<file path="src/design/ipfl_pkg.sv">
`default_nettype none
package ipfl_pkg;

  localparam int DEF_NUM_POOLS  = 4;
  localparam int DEF_POOL_SLOTS = 64;
  localparam int RESET_CAPACITY = 64;

  localparam int REQ_W       = 2;
  localparam int STATUS_W    = 3;
  localparam int CFG_INDEX_W = 1;

  localparam logic [CFG_INDEX_W-1:0] REG_TYPES    = 1'd0;
  localparam logic [CFG_INDEX_W-1:0] REG_CAPACITY = 1'd1;

  typedef enum logic [REQ_W-1:0] {
    REQ_ALLOC       = 2'd0,
    REQ_RELEASE     = 2'd1,
    REQ_RELEASE_ALL = 2'd2,
    REQ_QUERY       = 2'd3
  } req_t;

  typedef enum logic [STATUS_W-1:0] {
    ST_OK         = 3'd0,
    ST_BAD_TYPE   = 3'd1,
    ST_EXHAUSTED  = 3'd2,
    ST_RANGE      = 3'd3,
    ST_NOT_ACTIVE = 3'd4
  } status_t;

  typedef enum logic [1:0] {
    S_IDLE,
    S_EXEC,
    S_GRANT,
    S_WALK
  } state_t;

  // controller -> datapath
  typedef struct packed {
    logic    load;
    logic    pop;
    logic    release_one;
    logic    walk_init;
    logic    walk_step;
    logic    grant;
    logic    emit;
    status_t emit_status;
  } ctl_cmd_t;

  // datapath -> controller
  typedef struct packed {
    req_t req;
    logic bad_type;
    logic empty;
    logic out_of_range;
    logic slot_active;
    logic walk_last;
  } dp_stat_t;

endpackage
`default_nettype wire

</file>
<file path="src/design/ipfl_ram.sv">
`default_nettype none
module ipfl_ram #(
  parameter int WIDTH = 8,
  parameter int DEPTH = 256
) (
  input  wire logic                     clk,
  input  wire logic                     we,
  input  wire logic [$clog2(DEPTH)-1:0] waddr,
  input  wire logic [WIDTH-1:0]         wdata,
  input  wire logic [$clog2(DEPTH)-1:0] raddr,
  output logic      [WIDTH-1:0]         rdata
);

  logic [WIDTH-1:0] mem [DEPTH];

  always_ff @(posedge clk) begin
    if (we) begin
      mem[waddr] <= wdata;
    end
    rdata <= mem[raddr];
  end

endmodule
`default_nettype wire

</file>
<file path="src/design/ipfl_controller.sv">
`default_nettype none
module ipfl_controller (
  input  wire logic               clk,
  input  wire logic               rst,
  input  wire logic               start,
  input  wire ipfl_pkg::dp_stat_t stat,
  output ipfl_pkg::ctl_cmd_t      cmd,
  output logic                    busy
);

  ipfl_pkg::state_t state;
  ipfl_pkg::state_t state_next;

  always_ff @(posedge clk) begin
    if (rst) begin
      state <= ipfl_pkg::S_IDLE;
    end else begin
      state <= state_next;
    end
  end

  always_comb begin
    state_next = state;
    case (state)
      ipfl_pkg::S_IDLE: begin
        if (start) begin
          state_next = ipfl_pkg::S_EXEC;
        end
      end
      ipfl_pkg::S_EXEC: begin
        if (stat.bad_type) begin
          state_next = ipfl_pkg::S_IDLE;
        end else if (stat.req == ipfl_pkg::REQ_ALLOC && !stat.empty) begin
          state_next = ipfl_pkg::S_GRANT;
        end else if (stat.req == ipfl_pkg::REQ_RELEASE_ALL) begin
          state_next = ipfl_pkg::S_WALK;
        end else begin
          state_next = ipfl_pkg::S_IDLE;
        end
      end
      ipfl_pkg::S_GRANT: begin
        state_next = ipfl_pkg::S_IDLE;
      end
      ipfl_pkg::S_WALK: begin
        if (stat.walk_last) begin
          state_next = ipfl_pkg::S_IDLE;
        end
      end
      default: begin
        state_next = ipfl_pkg::S_IDLE;
      end
    endcase
  end

  always_comb begin
    cmd             = '0;
    cmd.emit_status = ipfl_pkg::ST_OK;
    busy            = 1'b1;
    case (state)
      ipfl_pkg::S_IDLE: begin
        busy     = 1'b0;
        cmd.load = start;
      end
      ipfl_pkg::S_EXEC: begin
        if (stat.bad_type) begin
          cmd.emit        = 1'b1;
          cmd.emit_status = ipfl_pkg::ST_BAD_TYPE;
        end else begin
          case (stat.req)
            ipfl_pkg::REQ_ALLOC: begin
              if (stat.empty) begin
                cmd.emit        = 1'b1;
                cmd.emit_status = ipfl_pkg::ST_EXHAUSTED;
              end else begin
                cmd.pop = 1'b1;
              end
            end
            ipfl_pkg::REQ_RELEASE: begin
              cmd.emit = 1'b1;
              if (stat.out_of_range) begin
                cmd.emit_status = ipfl_pkg::ST_RANGE;
              end else if (!stat.slot_active) begin
                cmd.emit_status = ipfl_pkg::ST_NOT_ACTIVE;
              end else begin
                cmd.release_one = 1'b1;
              end
            end
            ipfl_pkg::REQ_RELEASE_ALL: begin
              cmd.walk_init = 1'b1;
            end
            ipfl_pkg::REQ_QUERY: begin
              cmd.emit = 1'b1;
            end
            default: begin
              cmd.emit = 1'b1;
            end
          endcase
        end
      end
      ipfl_pkg::S_GRANT: begin
        cmd.grant = 1'b1;
        cmd.emit  = 1'b1;
      end
      ipfl_pkg::S_WALK: begin
        cmd.walk_step = 1'b1;
        cmd.emit      = stat.walk_last;
      end
      default: begin
        busy = 1'b1;
      end
    endcase
  end

endmodule
`default_nettype wire

</file>
<file path="src/design/ipfl_datapath.sv">
`default_nettype none
module ipfl_datapath #(
  parameter  int NUM_POOLS  = ipfl_pkg::DEF_NUM_POOLS,
  parameter  int POOL_SLOTS = ipfl_pkg::DEF_POOL_SLOTS,
  localparam int SLOT_W     = $clog2(POOL_SLOTS),
  localparam int CAP_W      = $clog2(POOL_SLOTS + 1),
  localparam int TID_W      = (NUM_POOLS > 1) ? $clog2(NUM_POOLS) : 1,
  localparam int TYPES_W    = $clog2(NUM_POOLS + 1),
  localparam int CFG_W      = (TYPES_W > CAP_W) ? TYPES_W : CAP_W
) (
  input  wire logic                                 clk,
  input  wire logic                                 rst,
  input  wire logic                                 cfg_valid,
  input  wire logic [ipfl_pkg::CFG_INDEX_W-1:0]     cfg_index,
  input  wire logic [CFG_W-1:0]                     cfg_data,
  input  wire logic [ipfl_pkg::REQ_W-1:0]           req_type,
  input  wire logic [TID_W-1:0]                     type_id,
  input  wire logic [SLOT_W-1:0]                    slot_index,
  input  wire ipfl_pkg::ctl_cmd_t                   cmd,
  output ipfl_pkg::dp_stat_t                        stat,
  output logic                                      done,
  output logic [ipfl_pkg::STATUS_W-1:0]             status,
  output logic [SLOT_W-1:0]                         granted_index,
  output logic [CAP_W-1:0]                          active_count
);

  localparam int ADDR_W  = TID_W + SLOT_W;
  localparam int INIT_CAP_I = (ipfl_pkg::RESET_CAPACITY > POOL_SLOTS) ?
                              POOL_SLOTS : ipfl_pkg::RESET_CAPACITY;
  localparam logic [CAP_W-1:0]   INIT_CAP  = CAP_W'(INIT_CAP_I);
  localparam logic [CAP_W-1:0]   MAX_CAP   = CAP_W'(POOL_SLOTS);
  localparam logic [TYPES_W-1:0] MAX_TYPES = TYPES_W'(NUM_POOLS);

  // control state
  logic [TYPES_W-1:0]    types_defined;
  logic [CAP_W-1:0]      capacity;
  logic [CAP_W-1:0]      depth     [NUM_POOLS];
  // stack entries below low_mark were never overwritten and still hold their index
  logic [CAP_W-1:0]      low_mark  [NUM_POOLS];
  logic [POOL_SLOTS-1:0] active_map[NUM_POOLS];

  // payload
  logic [ipfl_pkg::REQ_W-1:0] req_q;
  logic [TID_W-1:0]           tid_q;
  logic [SLOT_W-1:0]          slot_q;
  logic [SLOT_W-1:0]          walk_k;
  logic                       pop_init;

  logic [CAP_W-1:0]   d;
  logic [CAP_W-1:0]   d_minus;
  logic [CAP_W-1:0]   depth_sel_next;
  logic [CAP_W-1:0]   count_next;
  logic               push_en;
  logic [SLOT_W-1:0]  push_idx;
  logic [SLOT_W-1:0]  ram_rdata;
  logic [SLOT_W-1:0]  granted_val;
  logic [CAP_W-1:0]   cap_raw;
  logic [CAP_W-1:0]   cap_clamped;
  logic [TYPES_W-1:0] types_raw;
  logic [TYPES_W-1:0] types_clamped;

  assign d           = depth[tid_q];
  assign d_minus     = d - CAP_W'(1);
  assign push_en     = cmd.release_one | (cmd.walk_step & active_map[tid_q][walk_k]);
  assign push_idx    = cmd.release_one ? slot_q : walk_k;
  assign granted_val = pop_init ? d[SLOT_W-1:0] : ram_rdata;
  assign count_next  = capacity - depth_sel_next;

  always_comb begin
    if (cmd.pop) begin
      depth_sel_next = d_minus;
    end else if (push_en) begin
      depth_sel_next = d + CAP_W'(1);
    end else begin
      depth_sel_next = d;
    end
  end

  assign cap_raw   = cfg_data[CAP_W-1:0];
  assign types_raw = cfg_data[TYPES_W-1:0];

  always_comb begin
    if (cap_raw == '0) begin
      cap_clamped = CAP_W'(1);
    end else if (cap_raw > MAX_CAP) begin
      cap_clamped = MAX_CAP;
    end else begin
      cap_clamped = cap_raw;
    end
    types_clamped = (types_raw > MAX_TYPES) ? MAX_TYPES : types_raw;
  end

  always_comb begin
    stat.req          = ipfl_pkg::req_t'(req_q);
    stat.bad_type     = TYPES_W'(tid_q) >= types_defined;
    stat.empty        = d == '0;
    stat.out_of_range = CAP_W'(slot_q) >= capacity;
    stat.slot_active  = active_map[tid_q][slot_q];
    stat.walk_last    = CAP_W'(walk_k) == capacity - CAP_W'(1);
  end

  always_ff @(posedge clk) begin
    if (rst) begin
      types_defined <= '0;
      capacity      <= INIT_CAP;
      done          <= 1'b0;
      for (int p = 0; p < NUM_POOLS; p++) begin
        depth[p]      <= INIT_CAP;
        low_mark[p]   <= INIT_CAP;
        active_map[p] <= '0;
      end
    end else begin
      done <= cmd.emit;
      if (cfg_valid) begin
        case (cfg_index)
          ipfl_pkg::REG_TYPES: begin
            types_defined <= types_clamped;
          end
          ipfl_pkg::REG_CAPACITY: begin
            capacity <= cap_clamped;
            for (int p = 0; p < NUM_POOLS; p++) begin
              depth[p]      <= cap_clamped;
              low_mark[p]   <= cap_clamped;
              active_map[p] <= '0;
            end
          end
          default: begin
          end
        endcase
      end
      if (cmd.pop) begin
        depth[tid_q] <= d_minus;
        if (d_minus < low_mark[tid_q]) begin
          low_mark[tid_q] <= d_minus;
        end
      end
      if (push_en) begin
        depth[tid_q]                 <= d + CAP_W'(1);
        active_map[tid_q][push_idx]  <= 1'b0;
      end
      if (cmd.grant) begin
        active_map[tid_q][granted_val] <= 1'b1;
      end
    end
  end

  always_ff @(posedge clk) begin
    if (cmd.load) begin
      req_q  <= req_type;
      tid_q  <= type_id;
      slot_q <= slot_index;
    end
    if (cmd.pop) begin
      pop_init <= d_minus < low_mark[tid_q];
    end
    if (cmd.walk_init) begin
      walk_k <= '0;
    end else if (cmd.walk_step) begin
      walk_k <= walk_k + SLOT_W'(1);
    end
    if (cmd.emit) begin
      status        <= cmd.emit_status;
      granted_index <= cmd.grant ? granted_val : '0;
      active_count  <= stat.bad_type ? '0 : count_next;
    end
  end

  ipfl_ram #(
    .WIDTH (SLOT_W),
    .DEPTH (2 ** ADDR_W)
  ) u_stack_ram (
    .clk   (clk),
    .we    (push_en),
    .waddr ({tid_q, d[SLOT_W-1:0]}),
    .wdata (push_idx),
    .raddr ({tid_q, d_minus[SLOT_W-1:0]}),
    .rdata (ram_rdata)
  );

endmodule
`default_nettype wire

</file>
<file path="src/design/indexed_pool_free_list_allocator.sv">
// channel   signals                                      handshake
// --------  -------------------------------------------  ---------------------------
// request   req_type, type_id, slot_index                start & !busy
// result    status, granted_index, active_count          done, one cycle, no stall
// config    cfg_index, cfg_data                          cfg_valid & cfg_ready
//
// Query, release and every rejected request: EXEC emits the result, which is registered
// onto done and the outputs; the block then goes idle. Allocate adds a GRANT state, set
// by the registered read of the free-stack RAM. Release-all: WALK, one slot of the pool
// bitmap walked per cycle, with a push into the stack RAM for each active slot.
// Reset or a capacity write restores all pools at once in the registers; no clearing pass.
// cfg_ready is always high; done cannot be held off by the receiver.
`default_nettype none
module indexed_pool_free_list_allocator #(
  parameter  int NUM_POOLS  = ipfl_pkg::DEF_NUM_POOLS,
  parameter  int POOL_SLOTS = ipfl_pkg::DEF_POOL_SLOTS,
  localparam int SLOT_W     = $clog2(POOL_SLOTS),
  localparam int CAP_W      = $clog2(POOL_SLOTS + 1),
  localparam int TID_W      = (NUM_POOLS > 1) ? $clog2(NUM_POOLS) : 1,
  localparam int TYPES_W    = $clog2(NUM_POOLS + 1),
  localparam int CFG_W      = (TYPES_W > CAP_W) ? TYPES_W : CAP_W
) (
  input  wire logic                             clk,
  input  wire logic                             rst,
  input  wire logic                             start,
  output logic                                  busy,
  input  wire logic [ipfl_pkg::REQ_W-1:0]       req_type,
  input  wire logic [TID_W-1:0]                 type_id,
  input  wire logic [SLOT_W-1:0]                slot_index,
  output logic                                  done,
  output logic [ipfl_pkg::STATUS_W-1:0]         status,
  output logic [SLOT_W-1:0]                     granted_index,
  output logic [CAP_W-1:0]                      active_count,
  input  wire logic                             cfg_valid,
  output logic                                  cfg_ready,
  input  wire logic [ipfl_pkg::CFG_INDEX_W-1:0] cfg_index,
  input  wire logic [CFG_W-1:0]                 cfg_data
);

  ipfl_pkg::ctl_cmd_t cmd;
  ipfl_pkg::dp_stat_t stat;

  assign cfg_ready = 1'b1;

  ipfl_controller u_ctl (
    .clk   (clk),
    .rst   (rst),
    .start (start),
    .stat  (stat),
    .cmd   (cmd),
    .busy  (busy)
  );

  ipfl_datapath #(
    .NUM_POOLS  (NUM_POOLS),
    .POOL_SLOTS (POOL_SLOTS)
  ) u_dp (
    .clk           (clk),
    .rst           (rst),
    .cfg_valid     (cfg_valid),
    .cfg_index     (cfg_index),
    .cfg_data      (cfg_data),
    .req_type      (req_type),
    .type_id       (type_id),
    .slot_index    (slot_index),
    .cmd           (cmd),
    .stat          (stat),
    .done          (done),
    .status        (status),
    .granted_index (granted_index),
    .active_count  (active_count)
  );

endmodule
`default_nettype wire
</file>
<file path="config.mk">
export PLATFORM = sky130hd
export DESIGN_NAME = indexed_pool_free_list_allocator
export DESIGN_NICKNAME = d
export VERILOG_FILES = /design/src/design/ipfl_pkg.sv /design/src/design/ipfl_ram.sv /design/src/design/ipfl_controller.sv /design/src/design/ipfl_datapath.sv /design/src/design/indexed_pool_free_list_allocator.sv
export SDC_FILE = /design/constraint.sdc
export NUM_CORES = 2
export LEC_CHECK = 0
export ABC_AREA = 1
export BUFFER_PORTS_ARGS = -buffer_cell sky130_fd_sc_hd__buf_2
export CAP_MARGIN = 40
export CORE_ASPECT_RATIO = 0.7
export CORE_MARGIN = 2
export CORE_UTILIZATION = 40
export DETAILED_ROUTE_END_ITERATION = 10
export PLACE_DENSITY = 0.56
export SYNTH_ARGS = -nofsm -noshare
export SYNTH_HDL_FRONTEND = slang
export SYNTH_SLANG_ARGS = --single-unit
export TNS_END_PERCENT = 5
</file>
<file path="constraint.sdc">
create_clock -name clk -period 12.3 [get_ports clk]
set_input_delay 1.23 -clock clk [delete_from_list [all_inputs] [get_ports clk]]
set_output_delay 1.23 -clock clk [all_outputs]
set_load 0.03 [all_outputs]
</file>
# Word-level counts from Yosys, hierarchy flattened
# Memory sizes are Yosys's and may differ from the RTL's. A register that Yosys moved wholly into a read port is not among the register bits.
# Index checks and enable logic that the tools add are counted.
[word_totals] reg_bits=46 latchBits=0 ram_bits=1848 rom_bits=0 input_bits=22 out_inout_bits=19 memories=4
[classes] addsub=5 mul=0 n_div=0 magnitude_cmp=11 eq_ne=9 n_shift=0 muxes=141 bitwise=81 n_reduce_logical=13
[mem_list] memory="u_dp.u_stack_ram.mem" depth=256 width=6 rd=1 rd_ports_with_merged_regs=1 write_ports=1 line="ipfl_ram.sv:14" source="logic [WIDTH-1:0] mem [DEPTH];"
[mem_list] memory="u_dp.active_map" depth=4 width=64 rd=1 rd_ports_with_merged_regs=1 write_ports=5 line="ipfl_datapath.sv:40" source="logic [POOL_SLOTS-1:0] active_map[NUM_POOLS];"
[mem_list] memory="u_dp.depth" depth=4 width=7 rd=1 rd_ports_with_merged_regs=1 write_ports=5 line="ipfl_datapath.sv:37" source="logic [CAP_W-1:0] depth [NUM_POOLS];"
[mem_list] memory="u_dp.low_mark" depth=4 width=7 rd=1 rd_ports_with_merged_regs=1 write_ports=5 line="ipfl_datapath.sv:39" source="logic [CAP_W-1:0] low_mark [NUM_POOLS];"
[op_table] cell="$mux W64" count=6
[op_table] cell="$mux W1" count=97
[op_table] cell="$mux W7" count=13
[op_table] cell="$or A1 B1 Y1" count=78
[op_table] cell="$lt A6 B7 Y1 const B" count=4
[op_table] cell="$mux W2" count=8
[op_table] cell="$mux W3" count=5
[op_table] cell="$logic_not A7 Y1" count=2
[op_table] cell="$sub A7 B1 Y7 const B" count=2
[op_table] cell="$bmux W1 S6" count=2
[op_table] cell="$demux W1 S6" count=2
[op_table] cell="$ge A6 B1 Y1 const B" count=2
[op_table] cell="$mux W6" count=2
[op_table] cell="$eq A2 B2 Y1 const B" count=4
[op_table] cell="$mux W4" count=2
[op_table] cell="$pmux W2 S4" count=1
[op_table] cell="$add A7 B1 Y7 const B" count=1
[op_table] cell="$eq A6 B7 Y1" count=1
[op_table] cell="$ge A6 B7 Y1" count=1
[op_table] cell="$gt A7 B7 Y1 const B" count=1
[op_table] cell="$lt A7 B7 Y1" count=1
[op_table] cell="$sub A7 B7 Y7" count=1
[op_table] cell="$add A6 B1 Y6 const B" count=1
[op_table] cell="$pmux W3 S2" count=1
[op_table] cell="14 further kinds" count=22

# Logic depth before layout (Yosys ltp)
[depth] depth_word=14 mapped_depth=35 ltp_nobuf=33

# By module
# A second synthesis with hierarchy kept.
[unflattened] cells_unflattened=8199 area_unflattened_um2=84437.2
[modules_own_cells] module="ipfl_ram" instances=1 cells_per_inst=5386 area_each_um2=63151.8
[modules_own_cells] module="ipfl_datapath" instances=1 cells_per_inst=2775 area_each_um2=21051.4
[modules_own_cells] module="ipfl_controller" instances=1 cells_per_inst=36 area_each_um2=222.7
[modules_own_cells] module="indexed_pool_free_list_allocator" instances=1 cells_per_inst=2 area_each_um2=11.3

# Worst setup path after synthesis
# Ideal clock, no wire load.
[synth_timing] path_kind="register to register" startpoint="register u_dp.tid_q[0]" endpoint="memory u_dp.active_map[0][62] (netlist bit) (enable)" setup_time_ns=0.293 t_arrival_ns=9.872 slack_ns=2.135 stages_incl_launch_ff=17 cell_sequence="edfxtp_1 inv_1 ha_1 o21ai_0 a21oi_1 nor2_1 inv_1 nor4_2 nand2_2 buf_6 o21ai_1 nand2_1 nor2_2 nand2_1 nand2_1 nand2_1 nand2_1"
[synth_rtl] item="from (decl)" line="ipfl_datapath.sv:44" source="logic [TID_W-1:0] tid_q;"
[synth_rtl] item="from (signal assigned)" line="ipfl_datapath.sv:150" source="tid_q <= type_id;"
[synth_rtl] item="to (decl)" line="ipfl_datapath.sv:40"

==> metrics.txt <==
run status finished, final reports clean; Residual DRC 0; largest net degree at the start of global routing 207; Max FO, Critical Path 119; clock buffer depth 4; H-Tree Depth 4; Peak Freq 0.1480 GHz; crit path DAT 7520 ps; Yosys top cell area share 68.55%; fraction of layout cells with a size suffix above 1 7.255%; Initial Utilization 40.16%; Final Hold Vio Count 0; LEAKAGE 0.02931 uW; Layout Nets 7236; Power Dens Cells 190.4 nW/um^2; # clock sinks 1902; CTS hold repair buffers 0; Die Wd 545.6 um; top-count cell post-synth edfxtp_1; flops & latches, synth 1902; cell count of the worst reg-to-reg path 16; Worst Hold End u_dp.types_defined[1]; DRT antenna net count 0; post_cts resized 0; CP Capture Type register; Area contributors post-synth edfxtp_1 (69%), nor2_1 (6.1%), nand2_1 (6.0%); Final Cell Area 91450 sq um; DR vias 59.28k; Reg clk slew, reported paths 60 ps; area growth from synthesis to layout 11.33%; Worst setup SP type register; relative slew slack 20.23%; top post-synthesis cells by count edfxtp_1 (1875), nor2_1 (1328), nand2_1 (1307), o21ai_0 (858), nand3_1 (640); Mapped Avg Cell Area 11.18 sq um; clock root cell clkbuf_16; TritonCTS clock tree done; final setup violation count 0; vias in the first global route 55.04k; placed insts 9745; number of synthesized flops with an enable pin 1875; Num CTS Buffers 188; dominant cell type by area after synthesis edfxtp_1; R2R Setup Slk 5540 ps; CP required 13070 ps; number of core rows 139; Hold Path Depth 2; Max rail drop VDD 163.1 uV; worst slew pin tran 1197 ps; Tot GR Track Use 23.53%; postcts setup bufs 0; Core Area 204500 sq um; IO Port Bufs 39; initial DRC count 8334; die height 383.1 um; Final min period 6757 ps; Post-Route Setup TNS 0 ps; Slew Limit Fails 0; Crit Reg-Reg Endpoint u_dp.u_stack_ram.rdata[2]; final clock skew 62.52 ps; Hold WC Path Type register to register; area occupied by multi-input gates 22890 sq um; Final Cycle Share 54.93%; CP Cell Sequence clkinv_2 > nand3_1 > nand2_4 > inv_8 > ha_4 > buf_4 > buf_4 > buf_4 > o21ai_0 > o221ai_1 > o211ai_1 > nand3_1 > nand3_1 > nand2_1 > nand2_1 > nand4_1; GPL Wtd Cong 0.8908; Clk Latency, worst-skew pair 850 ps; Crit-path slowest cell buf_4; first-pass GRT wire length 373.0 mm; Cell Area, Synth 82140 sq um; RSZ-0062 raised after global routing false; Final Non-Filler Cells 10.08k; DP Area 85480 sq um; # fillers 18.92k; num ports 41; Setup CP Type register to register; Syn Inst Count 7350; final WL 252.8 mm; Vias/cell 5.878; CP peak stage delay 760 ps; Mapped Nets 7400; WL/cell 25.07 um; Hold Crit Start u_dp.types_defined[1]; First-pass DRT Iterations 8; initial antenna violation count 6; number of distinct library cells after synthesis 47; Warnings, synthesis 0; total gr overflow 0; asr flop ratio synth 0%; ys flop type edfxtp_1; MaxCap Viol Count 0; sequential-to-total area share from yosys stat 69.20%; die area 209000 sq um; DP HPWL 144.6 mm; FF+latch area 56850 sq um
==> power breakdown <==
group          leakage, uW  switching [uW]  internal, uW  total (uW)
clock network      0.00291            2490          3250        5740
registers           0.0170            58.0          7540        7600
logic              0.00935            3120           954        4080
==> worst max-delay path by stage <==
stage                                       endpoint  slack, ps  cells past startpoint
after CTS                  u_dp.u_stack_ram.rdata[2]       5720                     16
after detailed placement   u_dp.u_stack_ram.rdata[2]       5740                     16
final                      u_dp.u_stack_ram.rdata[2]       5540                     16
after floorplan               u_dp.active_map[0][62]       2130                     16
after global routing            u_dp.active_count[6]       4960                     31
after global placement    u_dp.u_stack_ram.mem[5][3]       5590                     16
==> per-stage QoR <==
step | utilization [%] | worst slack [ps] | total power (uW) | hold slack [ps]
after floorplan | - | 2135 | 10170 | 444.3
after global placement | 41.40 | 5594 | 11630 | 459.1
after detailed placement | 41.79 | 5735 | 11740 | 469.0
after CTS | 44.71 | 5722 | 17410 | 477.4
after global routing | 44.71 | 4964 | 18030 | 497.4
final | 44.71 | 5543 | 17410 | 468.5
==> placed cells by master, fill, tap and decap left out, types with 5 or more instances in the layout <==
master	Yosys	routed
bufinv_16	0	17
nand3_2	0	11
nand2_1	1307	1300
o21ai_0	858	858
clkinv_1	5	39
nand3_1	640	629
xor2_1	19	16
o221ai_1	328	328
clkinv_2	0	32
a32o_1	6	6
buf_6	7	8
buf_12	0	15
nor3_2	2	8
clkbuf_8	0	6
o211ai_1	65	65
o22ai_1	58	58
clkbuf_1	428	47
nand2_2	4	6
inv_2	9	8
clkbuf_16	0	191
ha_1	27	26
a21oi_1	44	44
buf_2	70	53
buf_4	19	100
nor3_1	31	25
o21ai_1	8	6
nand2_4	0	5
dfxtp_1	27	25
nand4_1	17	17
buf_16	0	15
clkinvlp_4	0	5
edfxtp_1	1875	1875
nor2_2	19	19
inv_1	95	88
nor2_1	1328	1325
==> registers in the layout (all words and copies together) (netlist names), 7 cells and up, named ones only <==
signal                flops
u_dp.capacity             7
u_dp.u_stack_ram.mem   1536
u_dp.depth               28
u_dp.active_map         256
u_dp.low_mark            28
u_dp.active_count         7
==> layout make-up <==
| type | count | share of cell area (%) |
|---|---|---|
| diodes | 2 | 0.005473 |
| flip-flops and latches | 1902 | 62.17 |
| multi-input cells | 4792 | 25.03 |
| clock buffers | 244 | 5.510 |
| clock inverters | 93 | 1.014 |
| well taps | 2749 | 3.761 |
| repair buffers | 193 | 2.022 |
| inverters | 109 | 0.4885 |
==> cell families after synthesis <==
family,count (synthesis),synth area share (%)
compound gates,1384,10.31
other cells,1,0.004565
buf+inv,656,3.255
flops,1902,69.20
simple gates,3355,16.52
xor+xnor,24,0.2650
fa+ha+maj,28,0.4356
==> metal layers <==
metal  share of wire (%)  global-route usage [%]  up-vias
met1                  45                   37.14    29490
met2                  42                   32.94     3234
met5                   0                       0        -
met3                  11                   4.851      372
met4                 2.0                   5.001        0
li1                    -                       -    26190
==> critical path: cells and delay by family (launching register included) <==
| family | cells | cell delay [ps] |
|---|---|---|
| buffers and inverters | 5 | 3130 |
| and+or+nand+nor | 7 | 1570 |
| DFF | 1 | 740 |
| adders and majority gates | 1 | 390 |
| AOI/OAI and AO/OA | 3 | 750 |
Note: power is estimated with default switching activity, not from simulation.
